### config.mk
export PLATFORM = sky130hd
export DESIGN_NAME = knps_front
export DESIGN_NICKNAME = d
export VERILOG_FILES = /design/src/hdl/knps_front.sv
export SDC_FILE = /design/constraint.sdc
export NUM_CORES = 1
export LEC_CHECK = 0
export ABC_CLOCK_PERIOD_IN_PS = 8180
export BUFFER_PORTS_ARGS = -buffer_cell sky130_fd_sc_hd__buf_2
export CAP_MARGIN = 20
export CORE_MARGIN = 5
export CORE_UTILIZATION = 40
export CTS_BUF_LIST = sky130_fd_sc_hd__clkbuf_16
export CTS_CLUSTER_DIAMETER = 60
export DETAILED_ROUTE_END_ITERATION = 8
export GPL_TIMING_DRIVEN = 0
export PLACE_DENSITY_LB_ADDON = 0.05
export SETUP_SLACK_MARGIN = 0.3
export SLEW_MARGIN = 10
export SYNTH_ARGS = -nofsm -noshare
export SYNTH_HDL_FRONTEND = slang
export SYNTH_SLANG_ARGS = --single-unit
### constraint.sdc
create_clock -name clk -period 8.18 [get_ports clk]
set_input_delay 1.227 -clock clk [delete_from_list [all_inputs] [get_ports clk]]
set_output_delay 1.227 -clock clk [all_outputs]
set_load 0.03 [all_outputs]
### src/hdl/knps_front.sv
// ---------------------------------------------------------------------------
// knps_front
// Input side: accepts items, clamps the neighbour count, queues commands.
// ---------------------------------------------------------------------------
module knps_front #(
  parameter int MAX_POINTS = 1024,
  parameter int MAX_K      = 16,
  parameter int COORD_BITS = 16
) (
  input  logic                                clk,
  input  logic                                rst_n,
  input  logic                                in_valid,
  output logic                                in_stall,
  input  logic                                in_op,
  input  logic [$clog2(MAX_POINTS)-1:0]       in_point_index,
  input  logic signed [COORD_BITS-1:0]        in_coord_x,
  input  logic signed [COORD_BITS-1:0]        in_coord_y,
  input  logic signed [COORD_BITS-1:0]        in_coord_z,
  input  logic [$clog2(MAX_K+1)-1:0]          in_neighbour_count,
  input  logic [$clog2(MAX_POINTS+1)-1:0]     point_count,
  output logic                                cmd_valid,
  input  logic                                cmd_pop,
  output logic                                cmd_op,
  output logic [$clog2(MAX_POINTS)-1:0]       cmd_index,
  output logic signed [COORD_BITS-1:0]        cmd_x,
  output logic signed [COORD_BITS-1:0]        cmd_y,
  output logic signed [COORD_BITS-1:0]        cmd_z,
  output logic [$clog2(MAX_K+1)-1:0]          cmd_k
);

  localparam int IDX_W = $clog2(MAX_POINTS);
  localparam int KW    = $clog2(MAX_K+1);
  localparam int PW    = 1 + IDX_W + 3*COORD_BITS + KW;

  logic [PW-1:0] q_r [2];
  logic          wp_r, wp_nxt, rp_r, rp_nxt;
  logic [1:0]    cnt_r, cnt_nxt;
  logic          push;
  logic [KW-1:0] k_clamp;
  int            n_int, k_int;

  always_comb begin
    n_int = (32'(point_count) > MAX_POINTS) ? MAX_POINTS : 32'(point_count);
    k_int = 32'(in_neighbour_count);
    if (k_int > n_int) begin
      k_int = n_int;
    end
    if (k_int > MAX_K) begin
      k_int = MAX_K;
    end
    k_clamp = KW'(k_int);
  end

  assign in_stall  = (cnt_r == 2'd2);
  assign push      = in_valid && !in_stall;
  assign cmd_valid = (cnt_r != 2'd0);

  always_comb begin
    wp_nxt  = push ? !wp_r : wp_r;
    rp_nxt  = cmd_pop ? !rp_r : rp_r;
    cnt_nxt = cnt_r + 2'(push) - 2'(cmd_pop);
  end

  always_ff @(posedge clk) begin
    if (!rst_n) begin
      wp_r  <= 1'b0;
      rp_r  <= 1'b0;
      cnt_r <= 2'd0;
    end else begin
      wp_r  <= wp_nxt;
      rp_r  <= rp_nxt;
      cnt_r <= cnt_nxt;
    end
  end

  always_ff @(posedge clk) begin
    if (push) begin
      q_r[wp_r] <= {in_op, in_point_index, in_coord_x, in_coord_y, in_coord_z, k_clamp};
    end
  end

  assign {cmd_op, cmd_index, cmd_x, cmd_y, cmd_z, cmd_k} = q_r[rp_r];

endmodule

# Word level (Yosys, flattened, before mapping)
# Memories as Yosys holds them, arrays and structs flattened. A register that Yosys moved wholly into a read port is not among the register bits.
# Index checks and enable logic that the tools add are counted.
dict set report word_totals {
  ff_bits 4
  wordCells 22
  mem_bits_rw 128
  mem_count 1
  output_inout_bits 66
}
# name depth word_bits read_ports rd_ports_with_merged_regs wr line_no
set mem_list {}
lappend mem_list {q_r 2 64 1 1 1 35} ;# logic [PW-1:0] q_r [2];
dict set report op_classes {
  addsub 2
  n_eq_ne 1
  n_lt_le_gt_ge 3
  muxes 7
  n_reduce_logical 5
}
# op n
set op_table {}
lappend op_table {{$mux 11} 2}
lappend op_table {{$gt 11x11->1 const B} 1}
lappend op_table {{$gt 11x5->1 const B} 1}
lappend op_table {{$gt 5x11->1} 1}
lappend op_table {{$mux 5} 1}
lappend op_table {{$mux 1} 4}
lappend op_table {{$logic_not 1->1} 3}
lappend op_table {{$add 2x1->2} 1}
lappend op_table {{$eq 2x2->1 const B} 1}
lappend op_table {{$reduce_bool 2->1} 1}
lappend op_table {{$sub 2x1->2} 1}
lappend op_table {{$logic_and 1x1->1} 1}

# Longest topological paths before layout
# Gate-level depths: netlist of the first run.
dict set report depth {
  depth_word 6
  mapped_depth 8
  mapped_depth_nobuf 8
}

# Least setup slack after synthesis of the first run
# Ideal clock, no wire load.
dict set report synth_path {
  path_type {input port to flip-flop}
  from {in in_valid}
  to {mem q_r[0][0] in the netlist's numbering (enable)}
  cell_stages 2
  n_path_buf 0
  required_time_ns 7.694
  path_slack_ns 3.697
  t_arrival_ns 3.996
  setup_time_ns 0.486
  path_cell_list {nand2_1 > nor2_1}
}
dict set report synth_between {
  elab_chain_len 3
}
# item line_no
set synth_lines {}
lappend synth_lines {{from (decl)} 12} ;# input logic in_valid,
lappend synth_lines {{$logic_and 1x1->1} 55} ;# assign push = in_valid && !in_stall;
lappend synth_lines {{$mux 1} 77} ;# if (push) begin
lappend synth_lines {{$mux 1 (implied by the code)} 78} ;# q_r[wp_r] <= {in_op, in_point_index, in_coord_x, in_coord_y, in_coord_z, k_clamp};
lappend synth_lines {{to (decl)} 35}
# Every way passes these cells.

==> results of run 1 <==
worst min-delay path: cells and delay by family (launching register included):
kind / cells / cell delay, ns
flip-flops: 1 / 0.32
AND/OR/NAND/NOR: 1 / 0.15
XOR/XNOR: 1 / 0.07
cell families (layout without fill, tap and decap cells):
| logic type | Yosys count | in the layout | synth area share (%) |
|---|---|---|---|
| compound gates | 4 | 4 | 0.7147 |
| xor+xnor | 4 | 4 | 0.6903 |
| fa+ha+maj | 7 | 7 | 1.725 |
| buf+inv | 12 | 191 | 1.035 |
| flops | 133 | 133 | 77.69 |
| mux | 69 | 69 | 15.21 |
| simple gates | 27 | 27 | 2.934 |
layout make-up:
cell class              instances  area share, %
inverters                       5         0.2837
clock inverters                15          1.475
multi-input cells             111          16.51
flip-flops and latches        133          59.62
well taps                     172          3.253
plain buffers                   7         0.5107
clock buffers                  17          6.431
repair buffers                147          11.92
cells in the mapped netlist:
cell       instances
clkbuf_1           1
and3_1             1
mux2_2            65
or2_2              1
o2111ai_2          1
mux2i_1            4
a211oi_1           1
xnor2_1            3
nor4_1             1
dfxtp_1            5
xor2_1             1
o21ai_0            1
nand2_1            5
nor2b_1            1
buf_2              6
nand4_1            1
nor2_1             3
ha_1               7
nand2b_1           9
and2_1             5
o221ai_1           1
edfxtp_1         128
inv_1              5
how the worst max path moves through the flow:
stage	slack (ns)	from	to	cells after the start
after global placement	1.75	in_valid	q_r[0][46]	3
after floorplan	3.70	in_valid	q_r[0][0]	2
after CTS	4.76	flop	cmd_y[6]	4
after global routing	4.70	flop	cmd_y[6]	4
after detailed placement	5.08	point_count[10]	q_r[0][4]	7
final	4.88	flop	cmd_y[6]	4
metrics by stage:
| stage | hold WS [ns] | setup WS [ns] |
|---|---|---|
| detailed placement | 0.5719 | 5.081 |
| finish | 0.5818 | 4.881 |
| CTS | 0.5834 | 4.758 |
| floorplan | 0.5546 | 3.697 |
| global placement | 0.5662 | 1.746 |
| global route | 0.6044 | 4.697 |
layer usage:
metal,routed length [µm],GRT usage [%],share of wire (%)
met2,4737,21.20,51
met3,709,5.346,7.6
met5,19,0,0.20
met1,3637,13.68,39
met4,203,7.558,2.2
state kept, by name (all words and copies together) (netlist names), named ones only:
register  count
q_r         128
cnt_r         2
wp_r          1
rp_r          1
power by group:
group          internal, µW  total, µW  switching (µW)
clock network           406        659             253
logic                   150        429             280
registers               872        894            22.0
==> run_results.csv, run 1 <==
group,metric,value,unit
run_status,status,"complete, no violations",
logic_synthesis,syn-cell-area,5076,µm²
setup_path,critical_path_class,"flop to primary output",
clock_network,clk_pin_slew,0.05,ns
setup_path,r2r_slack,6.40,ns
global_routing,grt_use_total,12.80,%
setup_path,reg2regPathDepth,4,
global_routing,grt_first_pass_wirelength,13930,µm
min_path,holdPathStages,2,
sta,fmax,303.1,MHz
setup_path,path_common_cell,"buf_2",
place,dp_hpwl,6374,µm
logic_synthesis,ys_seq_elements,133,
die,core,12520,µm²
logic_synthesis,yosysWarnings,0,
sta,rsz0062_at_grt,"false",
place,place_area,6092,µm²
clock_network,clock_sink_count,133,
sta,setup_viol,0,
setup_path,slowest_delay,0.43,ns
sta,finalSetupTns,0,ns
finish,multi_input_area,1092,µm²
global_routing,grt_max_degree,36,
power_and_ir_drop,p_leak,0.002566,µW
finish,layout.cells.non_filler,607,
setup_path,crit_family,"buffers and inverters",
setup_path,regToRegStartpoint,"cnt_r[0]",
place,place_inst,575,
clock_network,cts_max_level,4,
setup_path,rr_endpoint,"q_r[0][34]",
logic_synthesis,synth_top_cells_by_area,"edfxtp_1, mux2_2, dfxtp_1, ha_1, nand2b_1",
route,antenna_left,0,
clock_network,clk_path_buf_depth,2,
die,initial_core_util,40.55,%
die,die_area,15040,µm²
sta,slew_viol_final,0,
finish,final_common_cell,"buf_2",
route,drc,0,
setup_path,worstSetupStartpointType,"flop",
setup_path,critical_path.endpoint_type,"primary output",
finish,fill_cells,1098,
clock_network,cts_hold_buffers,0,
logic_synthesis,synth_area_per_cell,19.83,µm²
route,wire_per_inst,15.33,µm
finish,layout_common_cells,"buf_2, edfxtp_1, mux2_2, clkbuf_16, nand2b_1",
clock_network,cts_tree,"yes",
die,die_w,122.7,µm
sta,layout_worst_path_cycle_share,40.33,%
die,rows,41,
finish,fin_nets,508,
route,vias_per_cell,4.506,
logic_synthesis,synthesis.instances,256,
logic_synthesis,syn-num-nets,342,
place,io_buffer_count,144,
die,io_pins,145,
clock_network,cts.repair.resized,0,
sta,skew,0.006528,ns
sta,slew_headroom,55.74,%
setup_path,critPathRequiredTime,6.95,ns
sta,worst_pin_slew,0.6623,ns
finish,final_util,52.85,%
setup_path,path_cells,"clkbuf_1 -> buf_2 -> mux2_2 -> buf_2",
clock_network,cts_made_buffers,17,
power_and_ir_drop,p_total,1983,µW
sta,layout_min_cycle_time,3.299,ns
global_routing,grt_pass1_vias,2795,
route,drt_iter0_drc,125,
clock_network,clk_latency,0.40,ns
route,drt_pass1_iterations,4,
die,die_h,122.7,µm
route,vias,2735,
min_path,holdCritPathClass,"flop to flop",
global_routing,grt-ovfl-total,0,
logic_synthesis,synth_top_area_share,75.72,%
finish,area_growth,30.32,%
route,totalWireLength,9308,µm
place,place_congestion,0.8009,
setup_path,path_max_fanout,10,
finish,num_antenna_cells,0,
setup_path,slowest_stage,"clkbuf_1",
finish,stdcell_area,6615,µm²
finish,area.sequential,3944,µm²
clock_network,root_buffer,"clkbuf_16",
logic_synthesis,synth_cell_type_count,23,
clock_network,postCtsSetupRepairBufs,0,
logic_synthesis,yosys.area.top_type,"edfxtp_1",
power_and_ir_drop,p_per_area,299.7,nW/µm²
global_routing,antenna_found_initial,2,
setup_path,crit_arrival,2.07,ns
finish,layout-drive-gt1-share,57.01,%
flow_run,cap_violations,0,
sta,finalHoldViolations,0,
min_path,min_from,"rp_r",
power_and_ir_drop,irDropWorstVdd,0.1894,mV
setup_path,critPathBufInv,3,
logic_synthesis,yosysSeqAreaShare,77.69,%
No activity file was read; power rests on OpenSTA's default activity.
==> run 2: changes to the inputs <==
--- a/config.mk
+++ b/config.mk
@@ -5,7 +5,8 @@
 export SDC_FILE = /design/constraint.sdc
 export NUM_CORES = 1
 export LEC_CHECK = 0
-export ABC_CLOCK_PERIOD_IN_PS = 8180
+export ABC_AREA = 1
+export ABC_CLOCK_PERIOD_IN_PS = 3100
 export BUFFER_PORTS_ARGS = -buffer_cell sky130_fd_sc_hd__buf_2
 export CAP_MARGIN = 20
 export CORE_MARGIN = 5
==> constraint.sdc (replaced) <==
create_clock -name clk -period 3.1 [get_ports clk]
set_input_delay 0.465 -clock clk [delete_from_list [all_inputs] [get_ports clk]]
set_output_delay 0.465 -clock clk [all_outputs]
set_load 0.03 [all_outputs]
==> run 2 against run 1 <==
  * Final area increased by 2.4%
  * Wire length increased by 4.7%
  * Register-to-register slack got worse by 5.5 ns
  * Non-clock buffer count increased by 3
  * Global-route usage increased by 0.50 points
  * Flip-flop and latch count unchanged
  * Cell count increased by 6.4%
  * Critical path depth unchanged
  * Synthesized cell count increased by 14%
  * Setup slack got worse by 4.3 ns
==> run_results.csv, run 2 <==
group,metric,value,unit
die,initial_core_util,40.76,%
clock_network,clk_pin_slew,0.06,ns
logic_synthesis,synthesis.instances,292,
sta,slew_headroom,40.99,%
clock_network,cts_hold_buffers,0,
route,vias,2927,
sta,fmax,389.7,MHz
power_and_ir_drop,p_per_area,702.1,nW/µm²
logic_synthesis,synth_commonest_cells,"edfxtp_1, mux2_2, nand2_1",
setup_path,worstSetupStartpointType,"flop",
clock_network,clk_latency,0.40,ns
logic_synthesis,synth_top_cells_by_area,"edfxtp_1, mux2_2, nand2_1, dfxtp_1, ha_1",
logic_synthesis,syn-num-nets,378,
route,drc,0,
sta,slew_viol_final,0,
setup_path,critical_path_class,"flop to primary output",
route,vias_per_cell,4.531,
setup_path,critPathRequiredTime,2.63,ns
global_routing,grt_use_total,13.30,%
place,place_congestion,0.7808,
sta,layout_min_cycle_time,2.566,ns
die,core,12620,µm²
clock_network,cts_tree,"yes",
clock_network,postCtsSetupRepairBufs,0,
global_routing,grt_first_pass_wirelength,14810,µm
place,pre_cts_ws,0.3914,ns
sta,rsz0062_at_grt,"false",
logic_synthesis,synthArstFlopShare,0,%
global_routing,grt_max_degree,21,
global_routing,antenna_found_initial,0,
sta,finalSetupTns,0,ns
die,die_h,123.4,µm
sta,hold_ws,0.2424,ns
clock_network,clock_sink_count,133,
die,rows,41,
clock_network,clk_path_buf_depth,2,
place,dp_hpwl,6963,µm
logic_synthesis,syn-cell-area,5144,µm²
logic_synthesis,yosysWarnings,0,
sta,worst_pin_slew,0.8759,ns
power_and_ir_drop,p_leak,0.002686,µW
die,io_pins,145,
logic_synthesis,synth_cell_type_count,19,
logic_synthesis,synth_most_common_cell,"edfxtp_1",
power_and_ir_drop,p_total,4757,µW
finish,fin_nets,547,
logic_synthesis,synth_edf_count,128,
sta,setup_ws,0.5340,ns
logic_synthesis,synth_top_area_share,74.73,%
sta,finalHoldViolations,0,
finish,stdcell_area,6777,µm²
logic_synthesis,yosys.area.top_type,"edfxtp_1",
sta,layout_worst_path_cycle_share,82.77,%
place,place_area,6252,µm²
logic_synthesis,synth_flop_cell,"edfxtp_1",
finish,area_growth,31.74,%
setup_path,path_max_fanout,10,
route,wire_per_inst,15.09,µm
clock_network,cts.repair.resized,0,
die,die_area,15230,µm²
global_routing,grt_pass1_vias,3071,
finish,layout_common_cells,"buf_2, edfxtp_1, mux2_2, nand2_1",
finish,reg_top3,"q_r x128, cnt_r x2",
finish,fill_cells,1118,
finish,num_antenna_cells,0,
min_path,holdCritPathClass,"input pin to flop",
clock_network,root_buffer,"clkbuf_16",
global_routing,grt-ovfl-total,0,
finish,final_common_cell,"buf_2",
finish,largest_register_ffs,128,
clock_network,cts_max_level,4,
finish,layout-drive-gt1-share,54.01,%
run_status,status,"complete, no violations",
logic_synthesis,synth_area_per_cell,17.62,µm²
power_and_ir_drop,irDropWorstVdd,0.3515,mV
route,drt_iter0_drc,142,
sta,skew,0.004769,ns
die,die_w,123.4,µm
logic_synthesis,ys_seq_elements,133,
sta,setup_viol,0,
clock_network,cts_made_buffers,17,
setup_path,critical_path.endpoint_type,"primary output",
flow_run,cap_violations,0,
logic_synthesis,yosysSeqAreaShare,76.67,%
setup_path,crit_arrival,2.10,ns
place,io_buffer_count,144,
route,antenna_left,0,
route,drt_pass1_iterations,4,
route,totalWireLength,9748,µm
finish,top_register,"q_r",
==> run 2: cell count changes after synthesis, moves of 3 or more <==
cell	previous run	this run
nand2b_1	9	0
nor2_2	0	3
nand2_1	5	31
nor2_1	3	15
mux2i_1	4	0
a21oi_1	0	4
xnor2_1	3	0
and2_1	5	0
inv_1	5	15
o21ai_0	1	4
==> run 2: cell type report <==
| class | instances | area [µm²] | area share [%] |
|---|---|---|---|
| repair buffers | 150 | 878.3 | 12.96 |
| flip-flops and latches | 133 | 3944 | 58.20 |
| clock inverters | 15 | 98.84 | 1.459 |
| inverters | 15 | 56.30 | 0.8309 |
| clock buffers | 17 | 425.4 | 6.278 |
| multi-input cells | 137 | 1125 | 16.60 |
| well taps | 172 | 215.2 | 3.176 |
| plain buffers | 7 | 33.78 | 0.4985 |
==> run 2: final timing paths <==
path | slack (ns) | to | from | cells after the start
max reg2reg | 0.90 | q_r[1][13] | cnt_r[1] | 6
min | 0.24 | q_r[1][46] | in_coord_x[9] | 1
min reg2reg | 0.51 | flop | rp_r | 2
max | 0.53 | cmd_z[5] | flop | 4
==> run 2: cells by family after synthesis <==
family                   count (synthesis)  synth area share [%]
flip-flops                             133                 76.67
multiplexers                            64                 14.01
AND/OR/NAND/NOR                         55                 4.427
buffers and inverters                   22                 1.751
AO/OA/AOI/OAI                           10                 1.265
adder cells (fa/ha/maj)                  7                 1.703
XOR/XNOR                                 1                0.1703
==> run 2: where the power goes <==
| group | total, µW | internal, µW | switching (µW) |
|---|---|---|---|
| Clock | 1750 | 1070 | 676 |
| Sequential | 2210 | 2170 | 36.6 |
| Combinational | 800 | 293 | 507 |
==> run 2: critical path, stage by stage, from the launching register on <==
cell      delay, ns
dfxtp_1        0.30
clkbuf_1       0.46
buf_2          0.38
mux2_2         0.37
buf_2          0.19
==> run 2: per-layer routing <==
metal / GRT usage (%) / vias up / share of wire [%]
li1: - / 1429 / -
met1: 13.89 / 1401 / 38
met2: 22.80 / 84 / 53
met3: 5.901 / 13 / 7.9
met4: 6.436 / 0 / 1.6
met5: 0 / - / 0
==> run 2: stage by stage <==
step / instances / util (%)
3_3_place_gp: 608 / 48.18
4_1_cts: 646 / 53.70
3_5_place_dp: 614 / 49.54
5_1_grt: 646 / 53.70
2_1_floorplan: 292 / -
6_report: 646 / 53.70
==> run 3: changes to the inputs <==
--- a/config.mk
+++ b/config.mk
@@ -5,8 +5,8 @@
 export SDC_FILE = /design/constraint.sdc
 export NUM_CORES = 1
 export LEC_CHECK = 0
-export ABC_AREA = 1
-export ABC_CLOCK_PERIOD_IN_PS = 3100
+export ABC_AREA = 0
+export ABC_CLOCK_PERIOD_IN_PS = 2200
 export BUFFER_PORTS_ARGS = -buffer_cell sky130_fd_sc_hd__buf_2
 export CAP_MARGIN = 20
 export CORE_MARGIN = 5
==> constraint.sdc (replaced) <==
create_clock -name clk -period 2.2 [get_ports clk]
set_input_delay 0.33 -clock clk [delete_from_list [all_inputs] [get_ports clk]]
set_output_delay 0.33 -clock clk [all_outputs]
set_load 0.03 [all_outputs]
==> run 3 against run 2 <==
  * First-iteration DRC count decreased by 13%
  * Sequential share of layout area down 4.3 points
  * Die area down 1.2%
  * Total power rose by 65%
  * Wire length rose by 3.1%
  * Largest power group unchanged
  * Utilization increased by 4.8 points
  * Global-route usage is 0.40 points higher
  * Highest routed layer unchanged
  * Setup slack lost 0.24 ns
  * Combinational power grew to 2.6 times the previous value
  * Critical path depth stayed put
==> run_results.csv, run 3 (synthesized netlist as in run 1, its figures left out) <==
group,metric,value,unit
power_and_ir_drop,clkPwrFrac,30.6,%
finish,fill_cells,1041,
min_path,whs_endpoint,"q_r[0][57]",
power_and_ir_drop,irDropWorstVdd,0.6355,mV
place,place_inst,576,
finish,layout.cells.non_filler,613,
route,drc,0,
route,top_layer_used,"met4",
route,antenna_left,0,
setup_path,r2r_slack,0.49,ns
sta,worst_pin_slew,0.5423,ns
setup_path,critical_path_class,"flop to primary output",
sta,fmax,523.4,MHz
clock_network,clk_pin_slew,0.05,ns
clock_network,clk_path_buf_depth,2,
clock_network,cts_hold_buffers,0,
route,drt_iter0_drc,123,
finish,reg_top3,"q_r x128, cnt_r x2",
finish,area_growth,44.34,%
power_and_ir_drop,switching_share,27.22,%
sta,layout_worst_path_cycle_share,86.84,%
sta,rsz0062_at_grt,"true",
setup_path,crit_arrival,1.58,ns
die,rows,41,
route,routed-wl-met3,772,µm
die,die_area,15040,µm²
place,dp_hpwl,6527,µm
sta,setup_viol,0,
finish,layout-drive-gt1-share,58.28,%
power_and_ir_drop,comb_power_share,26.7,%
clock_network,cts_max_level,4,
route,totalWireLength,10050,µm
route,drt_pass1_iterations,5,
place,io_buffer_count,144,
sta,skew,0.006932,ns
clock_network,cts_tree,"yes",
clock_network,clk_latency,0.40,ns
global_routing,grt_first_pass_wirelength,14790,µm
setup_path,regToRegStartpoint,"cnt_r[0]",
flow_run,cap_violations,0,
finish,final_common_cell,"edfxtp_1",
global_routing,grt_pass1_vias,2965,
min_path,holdPathStages,1,
power_and_ir_drop,p_int,5699,µW
die,die_w,122.7,µm
die,initial_core_util,40.55,%
global_routing,grt-ovfl-total,0,
route,wl_met2,5198,µm
setup_path,worstSetupStartpointType,"flop",
finish,num_antenna_cells,0,
sta,slew_headroom,63.76,%
power_and_ir_drop,pwr-share-seq,42.7,%
power_and_ir_drop,switchingPower,2132,µW
sta,finalHoldViolations,0,
route,vias_per_cell,4.597,
clock_network,cts_made_buffers,17,
finish,fin_nets,516,
place,pre_cts_ws,0.008164,ns
min_path,min_from,"in_point_index[4]",
setup_path,path_max_fanout,8,
route,wire_per_inst,16.40,µm
power_and_ir_drop,p_leak,0.002933,µW
die,io_pins,145,
clock_network,root_buffer,"clkbuf_16",
min_path,holdCritPathClass,"input pin to flop",
setup_path,critical_path.endpoint_type,"primary output",
global_routing,grt_use_total,13.70,%
die,core,12520,µm²
power_and_ir_drop,p_per_area,1069,nW/µm²
global_routing,antenna_found_initial,0,
finish,largest_register_ffs,128,
clock_network,clock_sink_count,133,
sta,setup_ws,0.2895,ns
route,vias,2818,
setup_path,critPathRequiredTime,1.87,ns
setup_path,reg2regPathDepth,5,
setup_path,rr_endpoint,"q_r[0][26]",
run_status,status,"complete, no violations",
die,die_h,122.7,µm
sta,slew_viol_final,0,
finish,layout_common_cells,"edfxtp_1, buf_2, buf_6, mux2_4, mux2_2",
sta,layout_min_cycle_time,1.911,ns
route,drt-met1-wl,3969,µm
place,place_congestion,0.7545,
global_routing,grt_max_degree,51,
finish,top_register,"q_r",
run 3: changes by cell type in the layout (fill, tap and decap cells not counted), moves of 10 or more:
cell	before	now
buf_2	150	96
buf_4	0	10
buf_6	0	39
mux2_2	64	28
mux2_4	0	37
nand2_1	31	4
nor2_1	13	2
run 3: layer usage:
metal	vias up	global-route usage, %
li1	1352	-
met1	1370	15.19
met2	86	22.60
met3	10	6.175
met4	0	6.298
met5	-	0
run 3: what timing repair did:
action                     4_1_cts  5_1_grt
gates resized for setup         85       73
setup buffers                    1        0
setup endpoints to repair       64       63
cloned                           2        4
run 3: how the worst max path moves through the flow:
stage | startpoint | endpoint | depth (start not counted)
6_report | flop | cmd_y[2] | 4
5_1_grt | flop | cmd_x[0] | 4
4_1_cts | flop | cmd_y[3] | 4
3_5_place_dp | point_count[10] | q_r[0][4] | 7
3_3_place_gp | cnt_r[0] | q_r[0][47] | 3
2_1_floorplan | point_count[10] | q_r[0][4] | 6
run 3: metrics by stage:
step | hold slack (ns) | utilization, % | power, µW | TNS, ns | instance area, µm²
floorplan | 0.4289 | - | 4479 | 0 | 5101
global placement | 0.5175 | 48.23 | 4956 | -21.94 | 6037
detailed placement | 0.5214 | 49.14 | 5087 | 0 | 6151
CTS | 0.08815 | 55.65 | 7713 | 0 | 6965
global route | 0.09017 | 58.54 | 8194 | 0 | 7327
finish | 0.1147 | 58.54 | 7831 | 0 | 7327
run 3: power groups by stage:
stage               combinational, µW  clock, µW  sequential [µW]
finish                           2090       2400             3340
global placement                 1570          0             3390
detailed placement               1700          0             3380
CTS                              1910       2470             3340
floorplan                        1110          0             3370
global route                     2230       2590             3380
run 3: area by class of cell:
cell class | count | area [µm²] | area share [%]
Sequential cell | 133 | 3949 | 53.89
Timing Repair Buffer | 155 | 1247 | 17.03
Multi-Input combinational cell | 111 | 1246 | 17.01
Clock buffer | 17 | 425.4 | 5.806
Tap cell | 172 | 215.2 | 2.937
Buffer | 7 | 145.1 | 1.981
Clock inverter | 13 | 80.08 | 1.093
Inverter | 5 | 18.77 | 0.2561
run 3: worst max-delay path, cell delays in order (launching register included):
cell	delay [ns]
dfxtp_4	0.37
clkbuf_16	0.20
clkbuf_16	0.17
mux2_4	0.30
buf_6	0.14
